## src/met_pkg.sv

```systemverilog
// ----------------------------------------------------------------------------
// MIDI event transform package
// Shared constants, codes and the held-note chain control structure.
// ----------------------------------------------------------------------------
`default_nettype none
package met_pkg;

    localparam int NOTE_SLOTS = 32;
    localparam int TIME_BITS  = 32;
    localparam int CNT_W      = $clog2(NOTE_SLOTS + 1);
    localparam int KEY_W      = 11;
    localparam int UNIT_W     = 20;

    localparam logic [1:0] ACT_EVENT   = 2'd0;
    localparam logic [1:0] ACT_LOAD    = 2'd1;
    localparam logic [1:0] ACT_ALL_OFF = 2'd2;

    localparam logic [1:0] KIND_OFF    = 2'd0;
    localparam logic [1:0] KIND_ON     = 2'd1;
    localparam logic [1:0] KIND_OTHER  = 2'd2;

    localparam logic [1:0] CFG_CHAN_SEL  = 2'd0;
    localparam logic [1:0] CFG_TRANSPOSE = 2'd1;
    localparam logic [1:0] CFG_QUANT_ON  = 2'd2;
    localparam logic [1:0] CFG_QUANT_U   = 2'd3;

    localparam logic [6:0] ALL_OFF_VEL = 7'd64;

    typedef struct packed {
        logic             shift;
        logic             keep;
        logic [CNT_W-1:0] limit;
        logic [KEY_W-1:0] head;
        logic             append;
        logic [CNT_W-1:0] app_pos;
        logic [KEY_W-1:0] app_key;
    } t_chain_ctl;

endpackage
`default_nettype wire

```

## src/met_cell.sv

```systemverilog
// ----------------------------------------------------------------------------
// Held-note cell
// Holds one held-note key; loads appends and shifts in neighbor or head keys.
// ----------------------------------------------------------------------------
`default_nettype none
module met_cell (
    input  wire logic                        i_clk,
    input  wire met_pkg::t_chain_ctl         i_ctl,
    input  wire logic [met_pkg::CNT_W-1:0]   i_index,
    input  wire logic [met_pkg::KEY_W-1:0]   i_next_key,
    output logic      [met_pkg::KEY_W-1:0]   o_key
);

    logic [met_pkg::KEY_W-1:0] r_key;
    logic [met_pkg::CNT_W:0]   w_pos;

    assign w_pos = {1'b0, i_index} + {{met_pkg::CNT_W{1'b0}}, 1'b1};
    assign o_key = r_key;

    always_ff @(posedge i_clk) begin
        if (i_ctl.append && (i_ctl.app_pos == i_index)) begin
            r_key <= i_ctl.app_key;
        end else if (i_ctl.shift) begin
            if (w_pos < {1'b0, i_ctl.limit}) begin
                r_key <= i_next_key;
            end else if ((w_pos == {1'b0, i_ctl.limit}) && i_ctl.keep) begin
                r_key <= i_ctl.head;
            end
        end
    end

endmodule
`default_nettype wire

```

## src/met_chain.sv

```systemverilog
// ----------------------------------------------------------------------------
// Held-note chain
// A row of cells that appends, compacts and rotates the held notes.
// ----------------------------------------------------------------------------
`default_nettype none
module met_chain (
    input  wire logic                        i_clk,
    input  wire met_pkg::t_chain_ctl         i_ctl,
    output logic      [met_pkg::KEY_W-1:0]   o_head
);

    logic [met_pkg::KEY_W-1:0] w_key [met_pkg::NOTE_SLOTS];

    genvar g;
    generate
        for (g = 0; g < met_pkg::NOTE_SLOTS; g++) begin : g_cell
            logic [met_pkg::KEY_W-1:0] w_next;
            if (g == met_pkg::NOTE_SLOTS - 1) begin : g_last
                assign w_next = w_key[g];
            end else begin : g_mid
                assign w_next = w_key[g+1];
            end
            met_cell u_cell (
                .i_clk      (i_clk),
                .i_ctl      (i_ctl),
                .i_index    (met_pkg::CNT_W'(g)),
                .i_next_key (w_next),
                .o_key      (w_key[g])
            );
        end
    endgenerate

    assign o_head = w_key[0];

endmodule
`default_nettype wire

```

## src/met_qdiv.sv

```systemverilog
// ----------------------------------------------------------------------------
// Quantize divider
// Restoring divider of the timestamp by the grid unit, one bit per cycle.
// ----------------------------------------------------------------------------
`default_nettype none
module met_qdiv (
    input  wire logic                           i_clk,
    input  wire logic                           i_rst_n,
    input  wire logic                           i_start,
    input  wire logic [met_pkg::TIME_BITS-1:0]  i_dividend,
    input  wire logic [met_pkg::UNIT_W-1:0]     i_divisor,
    output logic                                o_done,
    output logic      [met_pkg::TIME_BITS-1:0]  o_quot,
    output logic      [met_pkg::UNIT_W-1:0]     o_rem
);

    localparam int CW = $clog2(met_pkg::TIME_BITS + 1);

    logic                          r_run;
    logic [CW-1:0]                 r_cnt;
    logic [met_pkg::TIME_BITS-1:0] r_quot;
    logic [met_pkg::UNIT_W:0]      r_rem;
    logic                          r_done;
    logic [met_pkg::UNIT_W:0]      w_sh;
    logic                          w_ge;

    assign w_sh = {r_rem[met_pkg::UNIT_W-1:0], r_quot[met_pkg::TIME_BITS-1]};
    assign w_ge = (w_sh >= {1'b0, i_divisor});

    always_ff @(posedge i_clk) begin
        if (!i_rst_n) begin
            r_run  <= 1'b0;
            r_cnt  <= '0;
            r_done <= 1'b0;
        end else begin
            r_done <= 1'b0;
            if (i_start) begin
                r_run <= 1'b1;
                r_cnt <= CW'(met_pkg::TIME_BITS);
            end else if (r_run) begin
                r_cnt <= r_cnt - 1'b1;
                if (r_cnt == CW'(1)) begin
                    r_run  <= 1'b0;
                    r_done <= 1'b1;
                end
            end
        end
    end

    always_ff @(posedge i_clk) begin
        if (i_start) begin
            r_quot <= i_dividend;
            r_rem  <= '0;
        end else if (r_run) begin
            r_quot <= {r_quot[met_pkg::TIME_BITS-2:0], w_ge};
            r_rem  <= w_ge ? (w_sh - {1'b0, i_divisor}) : w_sh;
        end
    end

    assign o_done = r_done;
    assign o_quot = r_quot;
    assign o_rem  = r_rem[met_pkg::UNIT_W-1:0];

endmodule
`default_nettype wire

```

## src/midi_event_transform_note_tracker_top.sv

```systemverilog
// ----------------------------------------------------------------------------
// MIDI event transform and note tracker
// Filters, transposes and velocity-maps MIDI events and tracks held notes.
// ----------------------------------------------------------------------------
// An item is taken when start is high and busy is low. Each result beat shows
// on the o_ ports for one cycle with o_strobe high; o_last_of_run marks the
// final beat of an item. The receiver cannot stall, so no beat is held back.
// A table load or an unused action gives no beat. A dropped event gives its
// beat from the evaluate state. Any other event goes on, through the remove
// state when a note off or a zero-velocity note on scans the held-note chain,
// to the time state and, when quantization is on, through the divider and the
// multiply and saturate states. All notes off gives one beat per held note in
// consecutive cycles while the chain rotates past its head cell. Busy falls
// in the cycle of the last beat, so the next item can be taken then.
// Configuration is written through i_cfg_we, i_cfg_index and i_cfg_data only
// while the block is idle; the user must see to this, as the block does not
// enforce it. Reset empties the held notes, restores the identity velocity
// table through per-entry valid bits and loads the register defaults.
// ----------------------------------------------------------------------------
`default_nettype none
module midi_event_transform_note_tracker_top (
    input  wire logic        i_clk,
    input  wire logic        i_rst_n,
    input  wire logic        start,
    output logic             busy,
    input  wire logic        i_cfg_we,
    input  wire logic [1:0]  i_cfg_index,
    input  wire logic [19:0] i_cfg_data,
    input  wire logic [1:0]  i_action,
    input  wire logic [1:0]  i_event_kind,
    input  wire logic [3:0]  i_chan,
    input  wire logic [6:0]  i_first_data,
    input  wire logic [6:0]  i_second_data,
    input  wire logic [31:0] i_time_stamp,
    input  wire logic [6:0]  i_curve_index,
    input  wire logic [6:0]  i_curve_value,
    output logic             o_strobe,
    output logic [1:0]       o_out_kind,
    output logic [3:0]       o_out_chan,
    output logic [6:0]       o_out_first,
    output logic [6:0]       o_out_second,
    output logic [31:0]      o_out_time,
    output logic             o_dropped,
    output logic             o_notes_full,
    output logic             o_last_of_run
);

    localparam int CW = met_pkg::CNT_W;
    localparam int TB = met_pkg::TIME_BITS;
    localparam int UW = met_pkg::UNIT_W;

    localparam logic [2:0] S_IDLE = 3'd0;
    localparam logic [2:0] S_EVAL = 3'd1;
    localparam logic [2:0] S_REM  = 3'd2;
    localparam logic [2:0] S_TIME = 3'd3;
    localparam logic [2:0] S_DIV  = 3'd4;
    localparam logic [2:0] S_MUL  = 3'd5;
    localparam logic [2:0] S_SAT  = 3'd6;
    localparam logic [2:0] S_OFF  = 3'd7;

    logic [2:0]    r_state;
    logic [4:0]    r_chan_sel;
    logic [7:0]    r_transpose;
    logic          r_quant_on;
    logic [UW-1:0] r_quant_u;

    logic [6:0]    r_vel_mem [128];
    logic [127:0]  r_vel_vld;
    logic [6:0]    r_vel_rd;
    logic          r_vel_rdv;

    logic [CW-1:0] r_count;
    logic [CW-1:0] r_rem;
    logic [CW-1:0] r_kept;

    logic [1:0]    r_kind;
    logic [3:0]    r_chan;
    logic [6:0]    r_d1;
    logic [6:0]    r_d2;
    logic [TB-1:0] r_time;
    logic          r_drop;
    logic          r_full;
    logic [TB:0]   r_k;
    logic [TB+UW:0] r_prod;

    logic          r_strobe;
    logic [1:0]    r_o_kind;
    logic [3:0]    r_o_chan;
    logic [6:0]    r_o_first;
    logic [6:0]    r_o_second;
    logic [TB-1:0] r_o_time;
    logic          r_o_drop;
    logic          r_o_full;
    logic          r_o_last;

    logic                      w_accept;
    logic [1:0]                w_kind;
    logic                      w_is_note;
    logic [8:0]                w_nt;
    logic                      w_drop;
    logic [6:0]                w_vel_map;
    logic [UW-1:0]             w_unit;
    logic                      w_div_start;
    logic                      w_div_done;
    logic [TB-1:0]             w_quot;
    logic [UW-1:0]             w_rem;
    logic                      w_inc;
    logic [met_pkg::KEY_W-1:0] w_head;
    logic [met_pkg::KEY_W-1:0] w_key;
    met_pkg::t_chain_ctl       w_ctl;

    assign w_accept  = start && !busy;
    assign busy      = (r_state != S_IDLE);
    assign w_kind    = (i_event_kind == met_pkg::KIND_OFF) ? met_pkg::KIND_OFF :
                       (i_event_kind == met_pkg::KIND_ON)  ? met_pkg::KIND_ON  :
                                                             met_pkg::KIND_OTHER;
    assign w_is_note = (w_kind != met_pkg::KIND_OTHER);
    assign w_nt      = {2'b00, i_first_data} + {r_transpose[7], r_transpose};
    assign w_drop    = (!r_chan_sel[4] && (i_chan != r_chan_sel[3:0])) ||
                       (w_is_note && (w_nt[8] || w_nt[7]));
    assign w_vel_map = r_vel_rdv ? r_vel_rd : ((r_d2 == 7'd0) ? 7'd1 : r_d2);
    assign w_unit    = (r_quant_u == '0) ? UW'(1) : r_quant_u;
    assign w_key     = {r_chan, r_d1};
    assign w_div_start = (r_state == S_TIME) && r_quant_on;
    assign w_inc     = ({1'b0, w_rem} >= ({1'b0, w_unit} - {1'b0, w_rem}));

    always_comb begin
        w_ctl         = '0;
        w_ctl.head    = w_head;
        w_ctl.limit   = r_rem + r_kept;
        w_ctl.app_pos = r_count;
        w_ctl.app_key = w_key;
        if (r_state == S_EVAL) begin
            w_ctl.append = !r_drop && (r_kind == met_pkg::KIND_ON) && (r_d2 != 7'd0) &&
                           (r_count < CW'(met_pkg::NOTE_SLOTS));
        end
        if ((r_state == S_REM) && (r_rem != '0)) begin
            w_ctl.shift = 1'b1;
            w_ctl.keep  = (w_head != w_key);
        end
        if (r_state == S_OFF) begin
            w_ctl.shift = 1'b1;
            w_ctl.keep  = 1'b1;
        end
    end

    met_chain u_chain (
        .i_clk  (i_clk),
        .i_ctl  (w_ctl),
        .o_head (w_head)
    );

    met_qdiv u_qdiv (
        .i_clk      (i_clk),
        .i_rst_n    (i_rst_n),
        .i_start    (w_div_start),
        .i_dividend (r_time),
        .i_divisor  (w_unit),
        .o_done     (w_div_done),
        .o_quot     (w_quot),
        .o_rem      (w_rem)
    );

    always_ff @(posedge i_clk) begin
        if (!i_rst_n) begin
            r_chan_sel  <= 5'h1F;
            r_transpose <= '0;
            r_quant_on  <= 1'b0;
            r_quant_u   <= UW'(1);
        end else if (i_cfg_we) begin
            case (i_cfg_index)
                met_pkg::CFG_CHAN_SEL:  r_chan_sel  <= i_cfg_data[4:0];
                met_pkg::CFG_TRANSPOSE: r_transpose <= i_cfg_data[7:0];
                met_pkg::CFG_QUANT_ON:  r_quant_on  <= i_cfg_data[0];
                met_pkg::CFG_QUANT_U:   r_quant_u   <= i_cfg_data[UW-1:0];
                default: ;
            endcase
        end
    end

    always_ff @(posedge i_clk) begin
        if (w_accept && (i_action == met_pkg::ACT_LOAD)) begin
            r_vel_mem[i_curve_index] <= (i_curve_value == 7'd0) ? 7'd1 : i_curve_value;
        end
        r_vel_rd <= r_vel_mem[i_second_data];
    end

    always_ff @(posedge i_clk) begin
        if (!i_rst_n) begin
            r_vel_vld <= '0;
            r_vel_rdv <= 1'b0;
        end else begin
            r_vel_rdv <= r_vel_vld[i_second_data];
            if (w_accept && (i_action == met_pkg::ACT_LOAD)) begin
                r_vel_vld[i_curve_index] <= 1'b1;
            end
        end
    end

    always_ff @(posedge i_clk) begin
        if (w_accept) begin
            r_kind <= w_kind;
            r_chan <= i_chan;
            r_d1   <= (w_is_note && !w_drop) ? w_nt[6:0] : i_first_data;
            r_d2   <= i_second_data;
            r_time <= i_time_stamp;
            r_drop <= w_drop;
            r_full <= 1'b0;
        end else if (r_state == S_EVAL) begin
            if (!r_drop && (r_kind == met_pkg::KIND_ON) && (r_d2 != 7'd0)) begin
                r_d2   <= w_vel_map;
                r_full <= (r_count >= CW'(met_pkg::NOTE_SLOTS));
            end
        end
        if (w_div_done) begin
            r_k <= {1'b0, w_quot} + {{TB{1'b0}}, w_inc};
        end
        if (r_state == S_MUL) begin
            r_prod <= r_k * w_unit;
        end
    end

    always_ff @(posedge i_clk) begin
        if (!i_rst_n) begin
            r_state  <= S_IDLE;
            r_count  <= '0;
            r_rem    <= '0;
            r_kept   <= '0;
            r_strobe <= 1'b0;
        end else begin
            r_strobe <= 1'b0;
            case (r_state)
                S_IDLE: begin
                    if (w_accept) begin
                        if (i_action == met_pkg::ACT_EVENT) begin
                            r_state <= S_EVAL;
                        end else if ((i_action == met_pkg::ACT_ALL_OFF) &&
                                     (r_count != '0)) begin
                            r_rem   <= r_count;
                            r_kept  <= '0;
                            r_state <= S_OFF;
                        end
                    end
                end
                S_EVAL: begin
                    if (r_drop) begin
                        r_strobe <= 1'b1;
                        r_state  <= S_IDLE;
                    end else if ((r_kind == met_pkg::KIND_ON) && (r_d2 != 7'd0)) begin
                        if (r_count < CW'(met_pkg::NOTE_SLOTS)) begin
                            r_count <= r_count + 1'b1;
                        end
                        r_state <= S_TIME;
                    end else if (r_kind != met_pkg::KIND_OTHER) begin
                        r_rem   <= r_count;
                        r_kept  <= '0;
                        r_state <= S_REM;
                    end else begin
                        r_state <= S_TIME;
                    end
                end
                S_REM: begin
                    if (r_rem == '0) begin
                        r_count <= r_kept;
                        r_state <= S_TIME;
                    end else begin
                        r_rem <= r_rem - 1'b1;
                        if (w_ctl.keep) begin
                            r_kept <= r_kept + 1'b1;
                        end
                    end
                end
                S_TIME: begin
                    if (r_quant_on) begin
                        r_state <= S_DIV;
                    end else begin
                        r_strobe <= 1'b1;
                        r_state  <= S_IDLE;
                    end
                end
                S_DIV: begin
                    if (w_div_done) begin
                        r_state <= S_MUL;
                    end
                end
                S_MUL: begin
                    r_state <= S_SAT;
                end
                S_SAT: begin
                    r_strobe <= 1'b1;
                    r_state  <= S_IDLE;
                end
                S_OFF: begin
                    r_strobe <= 1'b1;
                    r_rem    <= r_rem - 1'b1;
                    if (r_rem == CW'(1)) begin
                        r_count <= '0;
                        r_state <= S_IDLE;
                    end
                end
                default: begin
                    r_state <= S_IDLE;
                end
            endcase
        end
    end

    always_ff @(posedge i_clk) begin
        if (r_state == S_OFF) begin
            r_o_kind   <= met_pkg::KIND_OFF;
            r_o_chan   <= w_head[10:7];
            r_o_first  <= w_head[6:0];
            r_o_second <= met_pkg::ALL_OFF_VEL;
            r_o_time   <= '0;
            r_o_drop   <= 1'b0;
            r_o_full   <= 1'b0;
            r_o_last   <= (r_rem == CW'(1));
        end else begin
            r_o_kind   <= r_kind;
            r_o_chan   <= r_chan;
            r_o_first  <= r_d1;
            r_o_second <= r_d2;
            r_o_drop   <= r_drop;
            r_o_full   <= r_full;
            r_o_last   <= 1'b1;
            if (r_state == S_SAT) begin
                r_o_time <= (r_prod[TB+UW:TB] != '0) ? {TB{1'b1}} : r_prod[TB-1:0];
            end else begin
                r_o_time <= r_time;
            end
        end
    end

    assign o_strobe      = r_strobe;
    assign o_out_kind    = r_o_kind;
    assign o_out_chan    = r_o_chan;
    assign o_out_first   = r_o_first;
    assign o_out_second  = r_o_second;
    assign o_out_time    = r_o_time;
    assign o_dropped     = r_o_drop;
    assign o_notes_full  = r_o_full;
    assign o_last_of_run = r_o_last;

endmodule
`default_nettype wire

```

## config.mk

```make
export PLATFORM = sky130hd
export DESIGN_NAME = midi_event_transform_note_tracker_top
export DESIGN_NICKNAME = d
export VERILOG_FILES = /design/src/met_pkg.sv /design/src/met_cell.sv /design/src/met_chain.sv /design/src/met_qdiv.sv /design/src/midi_event_transform_note_tracker_top.sv
export SDC_FILE = /design/constraint.sdc
export NUM_CORES = 2
export LEC_CHECK = 0
export BUFFER_PORTS_ARGS = -buffer_cell sky130_fd_sc_hd__buf_2
export CORE_UTILIZATION = 46
export DETAILED_ROUTE_END_ITERATION = 10
export SLEW_MARGIN = 40
export SYNTH_ARGS = -nofsm -noshare
export SYNTH_HDL_FRONTEND = slang
export SYNTH_SLANG_ARGS = --single-unit
```

## constraint.sdc

```tcl
create_clock -name i_clk -period 7.5 [get_ports i_clk]
set_clock_uncertainty 0.05 [all_clocks]
set_input_delay 0.75 -clock i_clk [delete_from_list [all_inputs] [get_ports i_clk]]
set_output_delay 0.75 -clock i_clk [all_outputs]
set_load 0.02 [all_outputs]
```

; ---- Word-level counts from Yosys, hierarchy flattened
; Memory sizes are Yosys's and may differ from the RTL's. A register that Yosys moved wholly into a read port is not among the register bits.
; Index checks and enable logic that the tools add are counted.
[word_totals]
out_inout_bits = 57
input_bits = 94
wordCells = 624
ram_bits = 896
reg_bits = 792
mem_count = 1
[op_classes]
muxes = 196
n_mul = 1
eq_ne = 97
bitwise_logic = 3
n_reduce_logical = 212
add_sub_neg = 9
magnitude_cmp = 39
[memory_table]
columns = memory, depth, width, rd, rd_clocked_by_memory_dff, write_ports, line
row1 = r_vel_mem, 128, 7, 1, 1, 1, midi_event_transform_note_tracker_top.sv:67  ; logic [6:0] r_vel_mem [128];
[op_table]
columns = op, n
row1 = 11-bit two-way mux, 127
row2 = 6-bit two-way mux, 22
row3 = 32-bit two-way mux, 4
row4 = 128-bit OR, 1
row5 = 3-bit nonzero test, 34
row6 = 5-bit by 6-bit equality test with 1-bit output (first input constant), 16
row7 = 6-bit by 5-bit equality test with 1-bit output (second input constant), 16
row8 = 5-bit by 6-bit < comparator with 1-bit output (first input constant), 16
row9 = 1-bit logical AND, 76
row10 = 2-bit nonzero test, 37
row11 = 2-bit AND reduction, 36
row12 = 7-bit two-way mux, 8
row13 = 33-bit by 20-bit multiplier with 53-bit output, 1
row14 = 4-bit by 6-bit equality test with 1-bit output (first input constant), 8
row15 = 6-bit by 4-bit equality test with 1-bit output (second input constant), 8
row16 = 4-bit by 6-bit < comparator with 1-bit output (first input constant), 8
row17 = 20-bit two-way mux, 2
row18 = 6-bit one-hot mux with 3 select lines, 2
row19 = 32-bit by 1-bit adder with 33-bit output, 1
row20 = 3-bit by 6-bit equality test with 1-bit output (first input constant), 4
row21 = 6-bit by 3-bit equality test with 1-bit output (second input constant), 4
row22 = 3-bit by 6-bit < comparator with 1-bit output (first input constant), 4
row23 = 3-bit one-hot mux with 8 select lines, 1
row24 = 6-bit one-hot mux with 4 select lines, 1
row25 = other kinds (55), 120

; ---- Logic depth before layout (Yosys ltp)
[depth]
word_depth = 9
depth_mapped = 30
ltp_nobuf = 28

; ---- Modules after synthesis
; From an unflattened synthesis, not the netlist that was laid out.
[unflattened]
cells_unflattened = 9237
area_unflattened_um2 = 109602.6
[modules_own_cells]
columns = module, cells_each, area_per_inst_um2, seq_area_each_um2, n_inst
row1 = midi_event_transform_note_tracker_top, 5317, 72214.3, 36044.6, 1
row2 = met_cell (u_chain.g_cell[0].u_cell ...), 110, 1046.0, 330.3, 31
row3 = met_qdiv, 399, 3877.5, 1521.5, 1
row4 = met_cell (u_chain.g_cell[2].u_cell), 109, 1077.3, 330.3, 1
row5 = met_chain, 2, 7.5, 0.0, 1

; ---- Worst setup path before layout
; Ideal clock, no wire load.
[synth_path]
path_type = flip-flop to flip-flop
start = reg r_quant_u[3]
end = reg r_prod[49] (data pin)
arrival_ns = 6.637
setup_time_ns = 0.266
slack_ns = 0.547
stages_incl_launch_ff = 26
path_cell_list = dfxtp_1 clkbuf_1 clkbuf_1 and2_1 fa_1 fa_1 inv_1 fa_1 inv_1 fa_1 inv_1 fa_1 inv_1 fa_1 fa_1 ha_1 clkbuf_1 a21o_1 a311oi_1 o31ai_1 a21oi_1 o31ai_1 a31o_2 a21oi_1 o41ai_1 xnor2_1
[synth_via]
elab_chain_len = 3
[synth_rtl]
columns = element, line
row1 = "start, declared", midi_event_transform_note_tracker_top.sv:65  ; logic [UW-1:0] r_quant_u;
row2 = "start signal, assigned", midi_event_transform_note_tracker_top.sv:175  ; met_pkg::CFG_QUANT_U: r_quant_u <= i_cfg_data[UW-1:0];
row3 = 20-bit zero test, midi_event_transform_note_tracker_top.sv:122  ; assign w_unit = (r_quant_u == '0) ? UW'(1) : r_quant_u;
row4 = 20-bit two-way mux (*), midi_event_transform_note_tracker_top.sv:122
row5 = 33-bit by 20-bit multiplier with 53-bit output (*), midi_event_transform_note_tracker_top.sv:219  ; r_prod <= r_k * w_unit;
row6 = "end signal, assigned", midi_event_transform_note_tracker_top.sv:219
row7 = "end, declared", midi_event_transform_note_tracker_top.sv:84  ; logic [TB+UW:0] r_prod;
; Every way passes the cells marked *; elsewhere a longest branch is shown, timed or not.
; A chain may end at the register's enable or synchronous reset.

; ---- Final worst setup path
[layout_path]
start = reg r_k[16]
end = reg r_prod[48] (data pin)
[layout_via]
elab_chain_len = 1
[layout_rtl]
columns = element, line
row1 = "start, declared", midi_event_transform_note_tracker_top.sv:83  ; logic [TB:0] r_k;
row2 = "start signal, assigned", midi_event_transform_note_tracker_top.sv:216  ; r_k <= {1'b0, w_quot} + {{TB{1'b0}}, w_inc};
row3 = 33-bit by 20-bit multiplier with 53-bit output, midi_event_transform_note_tracker_top.sv:219
; Every way passes these cells.

==> metrics.yaml <==
ys_warn_count: 0
hold_violations: 0
rsz0062_at_grt: "true"
synth_area_leaders: "edfxtp_1 (45%), fa_1 (12%), mux4_2 (8.0%)"
vias: 59700
gr-total-overflow: 0
die_w_um: 456
avgSynthCellArea_um2: 12.4
synth_top_area_cell: "edfxtp_1"
arrival_ns: 7.77
vias_per_cell: 5.67
synthFlopType: "edfxtp_1"
row_count: 166
num-nets-final: 8566
finalSetupTns_ns: 0
ys_ff_latch: 1695
period_share_pct: 96.3
tightest_slew_ns: 0.891
grt_pass1_vias: 61200
yosysSeqAreaShare_pct: 50.9
core_area_um2: 205000
drt_iter0_drc: 4951
fmax_mhz: 138
grtUsageTotal_pct: 24.4
place.gp.congestion: 0.916
cts-root-buf: "clkbuf_16"
ir_drop_uv: 272
hp-class: "in2reg"
syn-cell-area_um2: 94600
failed_checks: "DRC"
start_util_pct: 46.3
cts_tree: "yes"
crit_path_end_kind: "flip-flop"
numClockSinks: 1695
drive_above_1_share_pct: 15.0
dp_hpwl_um: 172000
port_buffers: 150
syn_nets: 8514
maxCapViolations: 0
yosysMostFrequentCell: "edfxtp_1"
die_y_um: 456
drtAntennaViolNets: 0
ys_types: 78
grt_max_degree: 104
wl_per_cell_um: 24.0
ys_async_sr_fraction_pct: 0
cellLeakagePower_nw: 41.2
ios: 151
setup_violations: 0
run_status: "complete, but fails checks"
pre_cts_slack_ns: -0.183
cts_buffers: 178
clk_path_buf_depth: 3
fin_crit_ns: 7.22
drtPass1Iterations: 9
ys_top_cells_by_count: "edfxtp_1 (1,419), nor2_1 (805), nand2_1 (733)"
insertion_delay_ns: 0.85
cp_max_fo: 11
grt_pass1_wl_um: 384000
path_class: "reg2reg"
clk_pin_slew_worst_paths_ns: 0.06
power.density_nw_per_um2: 253
critical_path_required_ns: 8.05
drv_slew: 0
syn2layout_area_growth_pct: 11.4
syn_inst: 7616
synth_top_area_share_pct: 45.0
drc: 2
cts-htree-levels: 4
critPathLaunchType: "flip-flop"
slew_headroom_pct: 40.6
dieArea_um2: 208000
totalWireLength_um: 253000
finalWorstSetupSlack_ns: 0.276
antenna_found_initial: 11
synth_edf_count: 1419
cell families (layout without fill, tap and decap cells):
| kind of cell | after synthesis | after routing | share of synthesized area [%] |
|---|---|---|---|
| muxes | 714 | 714 | 12.1 |
| DFF | 1695 | 1695 | 50.9 |
| other | 0 | 4 | 0 |
| xor gates and xnor gates | 144 | 144 | 1.36 |
| buffers and inverters | 1197 | 1404 | 4.85 |
| adders and majority gates | 804 | 804 | 15.1 |
| AOI/OAI and AO/OA | 912 | 912 | 5.76 |
| and+or+nand+nor | 2150 | 2150 | 10.0 |
worst paths after layout:
path / startpoint / endpoint / slack [ns] / depth (start not counted)
hold / removal: i_cfg_data[18] / r_quant_u[18] / 0.14 / 3
setup / recovery: r_k[16] / r_prod[48] / 0.28 / 25
setup reg to reg: r_k[16] / r_prod[48] / 0.28 / 25
hold reg to reg: r_vel_vld[122] / r_vel_vld[122] / 0.41 / 1
routing by layer:
metal / up-vias / track usage [%] / wire length, um / part of all wire, %
met3: 529 / 3.26 / 13600 / 5.4
met4: 6 / 11.4 / 12600 / 5.0
met2: 1966 / 40.7 / 125000 / 49
met1: 30600 / 31.5 / 102000 / 40
met5: - / 0 / 36 / 0.014
li1: 26600 / - / - / -
what timing repair did:
action	4_1_cts	5_1_grt
setup buffers	7	17
gates resized for setup	2	31
pin swaps	0	3
hold buffers	32	0
setup endpoints to repair	5	36
hold endpoints to repair	32	0
cells in the final DEF (no fill, tap or decap), drive strengths merged, types with 7 or more instances in the layout:
| cell | n |
|---|---|
| mux2i | 329 |
| a21oi | 435 |
| a21boi | 38 |
| mux2 | 49 |
| or2 | 9 |
| nand3 | 80 |
| edfxtp | 1419 |
| and3 | 21 |
| dlygate4sd3 | 32 |
| a31oi | 47 |
| ha | 246 |
| clkinv | 70 |
| clkbuf | 242 |
| o21a | 47 |
| mux4 | 336 |
| or3 | 7 |
| nor2 | 805 |
| a21o | 47 |
| a211oi | 12 |
| a311oi | 8 |
| fa | 558 |
| and2 | 331 |
| nand2b | 16 |
| dfxtp | 276 |
| nand2 | 733 |
| o211ai | 7 |
| bufinv | 13 |
| o21bai | 21 |
| nor2b | 31 |
| o31ai | 39 |
| buf | 402 |
| nor4 | 15 |
| inv | 640 |
| xor2 | 55 |
| nor3b | 7 |
| a41oi | 10 |
| xnor2 | 89 |
| nand4 | 30 |
| nor3 | 46 |
| o21ai | 146 |
worst max-delay path: stages (launching register included):
cell and delay (ns):
edfxtp_1 0.57, buf_4 0.28, and2_1 0.18, fa_1 0.49, inv_1 0.05, fa_1 0.46, fa_1 0.52, inv_1 0.06
fa_1 0.55, fa_1 0.43, fa_1 0.54, inv_1 0.06, fa_1 0.47, inv_1 0.04, ha_1 0.28, buf_4 0.17
a21oi_2 0.19, o21bai_1 0.08, a21oi_1 0.18, o21ai_1 0.17, a211oi_1 0.26, a21oi_1 0.12, buf_4 0.18, nand4_1 0.08
o41ai_1 0.07, a2111oi_1 0.43
through the flow:
step	util, %	cells	total power, mW	cell area [um^2]	hold WS [ns]
after floorplan	-	7616	15.7	94600	0.380
after CTS	51.3	10500	26.7	105000	0.0638
final	51.5	10500	26.6	105000	0.136
after global routing	51.5	10500	27.8	105000	0.111
after detailed placement	48.2	10100	17.8	98500	0.400
after global placement	48.1	10100	17.7	98400	0.392
report_power, final:
group	internal, mW	switching [mW]
Sequential	10.8	0.272
Combinational	2.51	4.12
Clock	5.10	3.83
Total	18.4	8.22
registers in the layout, indices dropped and copies added (netlist names), 32 cells and up:
register                     count
r_k                             33
u_qdiv.o_quot                   32
o_out_time                      32
r_vel_mem                      896
r_time                          32
u_chain.g_cell.u_cell.o_key    352
r_vel_vld                      128
r_prod                          53
area by class of cell:
type | count | area (um^2)
Antenna cell | 4 | 10.0
Fill cell | 17500 | 99200
Clock inverter | 93 | 1020
Inverter | 635 | 2390
Clock buffer | 242 | 4930
Tap cell | 2688 | 3360
Multi-Input combinational cell | 4724 | 42300
Timing Repair Buffer | 434 | 3290
Sequential cell | 1695 | 48200
No activity file was read; power rests on OpenSTA's default activity.
